<file path="src/rtl/gmps_pkg.sv">
`timescale 1ns / 1ps
// Shared constants, register codes and the result type of the grid path sum block.
// No dependencies.
package gmps_pkg;

  localparam int SUM_W      = 32;
  localparam int COST_W     = 16;
  localparam int COLS_CFG_W = 11;
  localparam int ROWS_W     = 16;
  localparam int CFG_DATA_W = 16;
  localparam int CFG_IDX_W  = 1;

  localparam int MAX_COLUMNS_DEFAULT = 1024;

  localparam logic [CFG_IDX_W-1:0] CFG_GRID_COLUMNS = 1'b0;
  localparam logic [CFG_IDX_W-1:0] CFG_GRID_ROWS    = 1'b1;

  localparam logic [SUM_W-1:0] SUM_MAX = {SUM_W{1'b1}};

  typedef struct packed {
    logic [SUM_W-1:0] total;
    logic             sat;
  } result_t;

endpackage

</file>
<file path="src/rtl/gmps_out_skid.sv">
`timescale 1ns / 1ps
// Output register with a skid entry, so the input side keeps moving while a
// result waits. Depends on gmps_pkg.
module gmps_out_skid (
  input  logic                       clk,
  input  logic                       rst,
  input  logic                       push,
  input  gmps_pkg::result_t          push_data,
  output logic                       full,
  output logic                       out_valid,
  input  logic                       out_stall,
  output logic [gmps_pkg::SUM_W-1:0] path_total,
  output logic                       saturated
);

  logic              skid_valid;
  gmps_pkg::result_t skid_data;
  gmps_pkg::result_t out_data;
  logic              out_take;

  assign out_take = out_valid && !out_stall;
  assign full     = skid_valid;

  always_ff @(posedge clk) begin
    if (rst) begin
      out_valid  <= 1'b0;
      skid_valid <= 1'b0;
    end else begin
      if (skid_valid) begin
        if (out_take) begin
          skid_valid <= 1'b0;
        end
      end else if (push && out_valid && !out_take) begin
        skid_valid <= 1'b1;
      end
      if (out_take) begin
        out_valid <= skid_valid || push;
      end else if (push) begin
        out_valid <= 1'b1;
      end
    end
  end

  always_ff @(posedge clk) begin
    if (!skid_valid && push && out_valid && !out_take) begin
      skid_data <= push_data;
    end
    if (out_take && skid_valid) begin
      out_data <= skid_data;
    end else if (push && (!out_valid || out_take)) begin
      out_data <= push_data;
    end
  end

  assign path_total = out_data.total;
  assign saturated  = out_data.sat;

`ifndef ASSERT_OFF
  a_skid_needs_out: assert property (@(posedge clk) disable iff (rst)
    skid_valid |-> out_valid)
    else $error("skid entry held with output register empty");

  a_skid_drains: assert property (@(posedge clk) disable iff (rst)
    (skid_valid && out_take) |=> (out_valid && !skid_valid))
    else $error("skid entry lost on drain");
`endif

endmodule

</file>
<file path="config.mk">
export PLATFORM = sky130hd
export DESIGN_NAME = gmps_out_skid
export DESIGN_NICKNAME = d
export VERILOG_FILES = /design/src/rtl/gmps_pkg.sv /design/src/rtl/gmps_out_skid.sv
export SDC_FILE = /design/constraint.sdc
export NUM_CORES = 1
export LEC_CHECK = 0
export ABC_AREA = 1
export BUFFER_PORTS_ARGS = -buffer_cell sky130_fd_sc_hd__buf_2
export CAP_MARGIN = 5
export CORE_ASPECT_RATIO = 1.75
export CORE_UTILIZATION = 51
export CTS_CLUSTER_SIZE = 14
export DETAILED_ROUTE_END_ITERATION = 16
export HOLD_SLACK_MARGIN = 0.03
export PLACE_DENSITY = 0.85
export RECOVER_POWER = 50
export SYNTH_ARGS = -nofsm -noshare
export SYNTH_HDL_FRONTEND = slang
export SYNTH_SLANG_ARGS = --single-unit
</file>
<file path="constraint.sdc">
create_clock -name clk -period 4.95 [get_ports clk]
set_clock_uncertainty 0.15 [all_clocks]
set_input_delay 0.99 -clock clk [delete_from_list [all_inputs] [get_ports clk]]
set_output_delay 0.99 -clock clk [all_outputs]
set_load 0.05 [all_outputs]
</file>
* Word-level counts from Yosys, hierarchy flattened *
Index checks and enable logic that the tools add are counted.

storage, ports and cells
  flip-flop bits (word level) = 68
  logic and storage cells = 29

operators by class
  mux-type cells = 7
  reductions and logical operators = 16

operators with widths
  cell                number
  33-bit 2-to-1 mux   2
  1-bit logical AND   8
  1-bit 2-to-1 mux    5
  1-bit zero test     4
  2-bit nonzero test  2
  1-bit logical OR    2

* Depth between registers and ports, before layout *
Gate-level depths: netlist of the first run.

  depth after elaboration = 6
  mapped depth = 6
  depth with buffers taken out = 4

* Worst setup path after synthesis of the first run *
Ideal clock, no wire load.

  kind = input -> register
  start point = in out_stall
  end point = reg out_data, in the netlist path_total[0] (enable)
  arrival time = 3.448 ns
  required time = 4.331 ns
  path slack = 0.883 ns
  cell stages on the path = 3
  path buffers = 0
  path through = nand2_1 -> inv_1 -> o21ai_0

between the ends
  longest elaborated chain between the ends = 5
  elaborated cells between the ends (all ways) = 6
  classes of those cells = reduce/logical: 6

ends and longest elaborated chain
  item                            RTL line             RTL
  from (decl)                     gmps_out_skid.sv:11  input logic out_stall,
  1-bit zero test *               gmps_out_skid.sv:21  assign out_take = out_valid && !out_stall;
  1-bit logical AND *             gmps_out_skid.sv:21
  1-bit logical OR                gmps_out_skid.sv:50  end else if (push && (!out_valid || out_take)) begin
  1-bit logical AND               gmps_out_skid.sv:50
  2-bit nonzero test (no line) *  n/a
  to (signal assigned)            gmps_out_skid.sv:49  out_data <= skid_data;
  to (signal assigned)            gmps_out_skid.sv:51  out_data <= push_data;
  to (decl)                       gmps_out_skid.sv:18  gmps_pkg::result_t out_data;

Mark *: on every way between the ends. The rest lies on a longest branch, timed or not.
A chain may end at the register's enable or synchronous reset.

* Final worst setup path of the first run *
  start point = in out_stall
  end point = reg out_data, in the netlist path_total[1] (enable)

The elaborated chain is that of the path after synthesis.

==> run summary, run 1 <==
Hold-fix buffers, CTS -> 0
post-CTS sizing -> 0
WL/cell -> 13.6 µm
most common cell after layout, fill and taps aside -> edfxtp_1
Leak -> 0.00124 µW
initial core utilization -> 0.541
unrepaired setup endpoints after global routing -> no
Critical-path top delay cell -> o21ai_4
final period utilization -> 0.559
Layout fillers -> 391
Gate Count Post-Synth -> 188
Routed WL -> 4340 µm
DIE AREA -> 5340 µm²
Detailed Route Iter0 Violations -> 46
relative slew slack -> 0.167
storage element area -> 2020 µm²
Via-to-Cell Ratio -> 4.85
Routed Antenna Nets -> 0
Num CTS Buffers -> 9
IO Port Bufs -> 71
Synth Register Bits -> 68
H-tree levels -> 3
pin count of the biggest net entering global routing -> 40
CP Class -> in2reg
Post-Syn Area -> 2570 µm²
Avg Cell Area, Syn -> 13.7 µm²
sequential area share after synthesis -> 0.787
crit path max fanout -> 33
Util after Layout -> 0.638
fmax -> 0.362 GHz
crit path time final -> 2.77 ns
Hold Vio Cnt, Final -> 0
area of the multi-input gates -> 363 µm²
Nets -> 301
io pins -> 72
core area -> 4750 µm²
clock-pin slew on the worst setup and hold paths -> 0.06 ns
GP Congestion -> 0.710
Worst VDD drop -> 309 µV
synthesized net count -> 225
pwr dens -> 378 nW/µm²
gr ovfl total -> 0
worst skew pair latency -> 0.33 ns
Chip Height -> 95.9 µm
synth warn -> 0
crit path launch type -> input port
Area Growth Syn to Fin -> 17.8%
setup violators final -> 0
Post-CTS Setup Inserts -> 0
sum of negative setup slack -> 0 ns
most frequent cells in the layout -> 66 x edfxtp_1, 60 x clkbuf_1, 37 x inv_1, 37 x nand2_1, 22 x o21ai_0
Yosys cell types -> 14
clk root buf -> clkbuf_8
clock sink total -> 68
worst endpoint data arrival time -> 2.56 ns
Final Max Slew Viols -> 0
initial antenna violation count -> 0
Critical Path Sink Type -> register
CP max stage delay -> 0.73 ns
drt pass-1 iters -> 4
share of layout cells above drive strength 1 -> 0.116
Row Count -> 33
CP required -> 4.75 ns
clock tree from TritonCTS -> yes
hold crit path type -> reg2reg
GRT Total Usage -> 0.173
Worst Tran Pin Value -> 1.25 ns
# diodes -> 0
status -> finished, final reports clean
max_cap viols -> 0
CP bufs+invs -> 2
vias in the first global route -> 1404
via count -> 1553
Final HPWL DP -> 2890 µm
Die W -> 55.7 µm
CTS max path bufs -> 2
first-pass GRT wire length -> 6640 µm
Crit path max-delay family -> compound AO/OA/AOI/OAI gates
crit path cell chain -> clkbuf_1 -> inv_1 -> nand3_1 -> o21ai_4
DRC violations left -> 0
where the power goes:
part / internal, µW / total [µW] / switching [µW]
Sequential: 661 / 668 / 6.73
Clock: 174 / 357 / 183
Combinational: 23.1 / 121 / 97.7
tightest hold or removal path: stages (launching register included):
cell	delay (ns)
dfxtp_1	0.34
nand2_1	0.08
a21oi_1	0.06
cell usage after synthesis:
master | number | area (µm²)
a21oi_1 | 3 | 15.0
o21ai_2 | 5 | 43.8
inv_1 | 37 | 139
edfxtp_1 | 66 | 1980
buf_2 | 2 | 10.0
dfxtp_1 | 2 | 40.0
o21ai_1 | 15 | 75.1
nand3_2 | 1 | 10.0
buf_6 | 3 | 33.8
nand2_1 | 37 | 139
clkbuf_1 | 1 | 3.75
nor2_1 | 1 | 3.75
clkbuf_2 | 1 | 5.00
o21ai_0 | 14 | 70.1
metal layers:
| metal | up-vias | track usage | wire, µm |
|---|---|---|---|
| met1 | 704 | 0.197 | 1830 |
| met5 | - | 0 | 0 |
| met4 | 0 | 0.102 | 111 |
| li1 | 779 | - | - |
| met2 | 58 | 0.285 | 2180 |
| met3 | 12 | 0.0551 | 224 |
cells by family after synthesis:
logic type      after synthesis  synth area share
compound gates               37            0.0794
flops                        68             0.787
simple gates                 39            0.0594
buf+inv                      44            0.0745
state kept, by name, summed over array words and instances (netlist names):
signal      flops
path_total     32
full            1
skid_data      33
saturated       1
out_valid       1
layout make-up:
cell class              count  area share
clock inverters             4     0.00579
multi-input cells          76       0.120
inverters                  37      0.0459
flip-flops and latches     68       0.668
clock buffers              11      0.0434
well taps                  52      0.0215
repair buffers             72      0.0959
through the flow:
stage          instance area (µm²)  hold slack [ns]  total power [µW]  cells  worst slack (ns)
2_1_floorplan                 2570            0.395               768    188             0.883
3_3_place_gp                  2960            0.347               805    305              2.20
3_5_place_dp                  2960            0.362               809    305              2.13
4_1_cts                       3110            0.373              1160    320              2.48
5_1_grt                       3030            0.382              1190    320              1.98
6_report                      3030            0.370              1140    320              2.18
final timing paths:
kind	from	end	slack (ns)	cells after the start
setup / recovery	out_stall	path_total[1]$_DFFE_PP_	2.18	4
hold / removal	full$_SDFF_PP0_	full$_SDFF_PP0_	0.37	2
setup reg to reg	out_valid$_SDFFE_PP0P_	path_total[1]$_DFFE_PP_	2.58	2
hold reg to reg	full$_SDFF_PP0_	full$_SDFF_PP0_	0.37	2
Note: power is estimated with default switching activity, not from simulation.
==> run 2: changes to the inputs <==
Clock period 4.95 ns to 2.76 ns, I/O delays scaled along.
==> run summary, run 2 (synthesis results as in run 1) <==
Worst VDD drop -> 795 µV
Critical Path Sink Type -> register
Hold Vio Cnt, Final -> 0
Detailed Route Iter0 Violations -> 61
Area Growth Syn to Fin -> 21.6%
max reg flops -> 33
Worst Tran Pin Value -> 1.15 ns
clock-pin slew on the worst setup and hold paths -> 0.07 ns
Num CTS Buffers -> 9
DIE AREA -> 5340 µm²
unrepaired setup endpoints after global routing -> no
initial core utilization -> 0.541
worst skew pair latency -> 0.34 ns
relative slew slack -> 0.236
final period utilization -> 0.753
gr ovfl total -> 0
H-tree levels -> 3
first-pass GRT wire length -> 6730 µm
DRC violations left -> 0
Layout Cells excl Fill -> 323
Nets -> 303
fmax -> 0.481 GHz
Routed WL -> 4360 µm
Pwr Total -> 2270 µW
share of layout cells above drive strength 1 -> 0.207
post-CTS sizing -> 0
io pins -> 72
IO Port Bufs -> 71
max_cap viols -> 0
Routed Antenna Nets -> 0
hold crit path type -> in2reg
crit path launch type -> input port
# diodes -> 0
Post-Place Worst Slack -> 0.589 ns
vias in the first global route -> 1486
Die W -> 55.7 µm
status -> finished, final reports clean
pwr dens -> 725 nW/µm²
drt pass-1 iters -> 4
WL/cell -> 13.5 µm
PnR worst setup slack -> 0.681 ns
crit path time final -> 2.08 ns
Util after Layout -> 0.658
via count -> 1576
Top reg by flops -> skid_data
Row Count -> 33
most common cell after layout, fill and taps aside -> edfxtp_1
clock sink total -> 68
GRT Total Usage -> 0.178
CTS max path bufs -> 2
Worst Hold Path Cells -> 2
sum of negative setup slack -> 0 ns
placed insts -> 307
most frequent cells in the layout -> 66 x edfxtp_1, 41 x buf_2, 37 x inv_1, 37 x nand2_1
pin count of the biggest net entering global routing -> 36
Post-CTS Setup Inserts -> 0
CP Class -> in2reg
Via-to-Cell Ratio -> 4.88
Final HPWL DP -> 2940 µm
clock tree from TritonCTS -> yes
initial antenna violation count -> 0
core area -> 4750 µm²
Leak -> 0.00134 µW
crit path max fanout -> 32
Hold-fix buffers, CTS -> 0
GP Congestion -> 0.703
worst endpoint data arrival time -> 1.97 ns
clk root buf -> clkbuf_8
R2R cell count -> 3
setup violators final -> 0
Chip Height -> 95.9 µm
Final Max Slew Viols -> 0
CP required -> 2.65 ns
-- run 2: final cells by class --
cell class	instances	area [µm²]
sequential	68	2020
fill	381	1620
timing repair buffer	74	349
multi-input combinational	76	344
inverter	37	139
clock buffer	10	128
clock inverter	6	78.8
tap	52	65.1
-- run 2: through the flow --
stage | hold WS [ns] | cell area (µm²)
2_1_floorplan | 0.395 | 2570
3_3_place_gp | 0.351 | 2980
6_report | 0.228 | 3130
4_1_cts | 0.215 | 3190
3_5_place_dp | 0.358 | 2980
5_1_grt | 0.221 | 3130
-- run 2: routing by layer --
metal,vias to the layer above,global-route usage,part of all wire
met5,-,0,0
met4,0,0.133,0.042
met3,16,0.0672,0.063
met2,60,0.292,0.53
met1,710,0.185,0.36
li1,790,-,-
-- run 2: report_power, final --
part,switching [µW],total (µW),internal [µW]
Sequential,11.3,1200,1180
Clock,351,851,500
Combinational,172,220,48.6
-- run 2: critical path, cell delays in order --
cell and delay (ns):
buf_2 0.11, inv_1 0.06, nand3_1 0.14, clkbuf_1 0.87, o21ai_0 0.22
-- run 2: final timing paths --
kind | slack, ns | to | startpoint
worst max register to register | 0.69 | path_total[5]$_DFFE_PP_ | out_valid$_SDFFE_PP0P_
worst max-delay path | 0.68 | path_total[5]$_DFFE_PP_ | out_stall
worst min register to register | 0.37 | full$_SDFF_PP0_ | full$_SDFF_PP0_
worst min-delay path | 0.23 | out_valid$_SDFFE_PP0P_ | rst
==> run 3: changes to the inputs <==
Settings changed: CORE_UTILIZATION 51 to 46, PLACE_DENSITY 0.85 to 0.82.
Clock period 2.76 ns to 1.9 ns, I/O delays scaled along.
==> run summary, run 3 (synthesis results as in run 1) <==
GP Congestion -> 0.826
Worst VDD drop -> 559 µV
CP Class -> reg2reg
Via-to-Cell Ratio -> 4.49
max_cap viols -> 0
Final Max Slew Viols -> 0
gr ovfl total -> 0
pin count of the biggest net entering global routing -> 68
crit path launch type -> register
H-tree levels -> 3
drt pass-1 iters -> 4
Post-Place Worst Slack -> -0.0815 ns
pwr dens -> 1080 nW/µm²
initial core utilization -> 0.481
worst endpoint data arrival time -> 1.53 ns
GRT Total Usage -> 0.160
worst skew pair latency -> 0.34 ns
most frequent cells in the layout -> 66 x edfxtp_1, 45 x clkbuf_1, 37 x nand2_1
share of layout cells above drive strength 1 -> 0.162
Final Instance Area -> 3180 µm²
max reg flops -> 33
R2R cell count -> 3
clk root buf -> clkbuf_8
Critical Path Sink Type -> register
Layout fillers -> 460
WL/cell -> 13.0 µm
initial antenna violation count -> 0
hold crit path type -> in2reg
Die W -> 58.5 µm
Detailed Route Iter0 Violations -> 43
Chip Height -> 101 µm
setup violators final -> 0
most common cell after layout, fill and taps aside -> edfxtp_1
Row Count -> 35
Nets -> 303
Area Growth Syn to Fin -> 23.7%
# diodes -> 0
dpl cell area -> 3020 µm²
Post-CTS Setup Inserts -> 0
clock sink total -> 68
clock tree from TritonCTS -> yes
unrepaired setup endpoints after global routing -> no
DRC violations left -> 0
Util after Layout -> 0.595
via count -> 1550
status -> finished, final reports clean
Top reg by flops -> skid_data
CP required -> 1.72 ns
Worst Tran Pin Value -> 0.831 ns
Worst Hold Path Cells -> 2
Final HPWL DP -> 2820 µm
Routed WL -> 4470 µm
Hold Vio Cnt, Final -> 0
crit path time final -> 1.72 ns
Leak -> 0.00131 µW
Routed Antenna Nets -> 0
first-pass GRT wire length -> 6640 µm
DIE AREA -> 5900 µm²
Hold-fix buffers, CTS -> 0
fmax -> 0.582 GHz
final period utilization -> 0.904
core area -> 5340 µm²
relative slew slack -> 0.446
PnR worst setup slack -> 0.182 ns
vias in the first global route -> 1473
CTS max path bufs -> 2
IO Port Bufs -> 71
Num CTS Buffers -> 9
crit path max fanout -> 16
clock-pin slew on the worst setup and hold paths -> 0.07 ns
io pins -> 72
post-CTS sizing -> 0
[run 3: cell type report]
class,count,area (µm²),area share
clock buffer,10,128,0.0401
clock inverter,6,103,0.0323
inverter,37,143,0.0449
multi-input combinational,77,353,0.111
sequential,68,2020,0.636
tap,74,92.6,0.0291
timing repair buffer,73,339,0.107
[run 3: metrics by stage]
| step | setup TNS [ns] | std cells | hold WS (ns) | total power [µW] |
|---|---|---|---|---|
| after CTS | 0 | 344 | 0.0357 | 3470 |
| after global routing | 0 | 345 | 0.0597 | 3530 |
| final | 0 | 345 | 0.0635 | 3420 |
| after detailed placement | -2.64 | 328 | 0.350 | 2110 |
| after global placement | -2.02 | 328 | 0.342 | 2100 |
| after floorplan | 0 | 188 | 0.292 | 2000 |
[run 3: worst paths after layout]
path | startpoint | to | slack (ns)
setup reg to reg | out_valid$_SDFFE_PP0P_ | path_total[23]$_DFFE_PP_ | 0.18
hold / removal | rst | out_valid$_SDFFE_PP0P_ | 0.06
hold reg to reg | full$_SDFF_PP0_ | full$_SDFF_PP0_ | 0.35
setup / recovery | out_valid$_SDFFE_PP0P_ | path_total[23]$_DFFE_PP_ | 0.18
[run 3: per-layer routing]
layer,track usage,share of wire,up-vias
met5,0,0,-
met2,0.243,0.52,45
li1,-,-,789
met3,0.0642,0.050,13
met4,0.112,0.036,0
met1,0.182,0.40,703
[run 3: where the power goes]
group | switching, µW | internal (µW)
registers | 17.7 | 1720
logic | 253 | 66.6
clock network | 506 | 861
total | 777 | 2650
[run 3: critical path: stages (launching register included)]
cell,delay (ns)
dfxtp_1,0.34
nand2_1,0.06
inv_1,0.10
o21ai_2,0.69
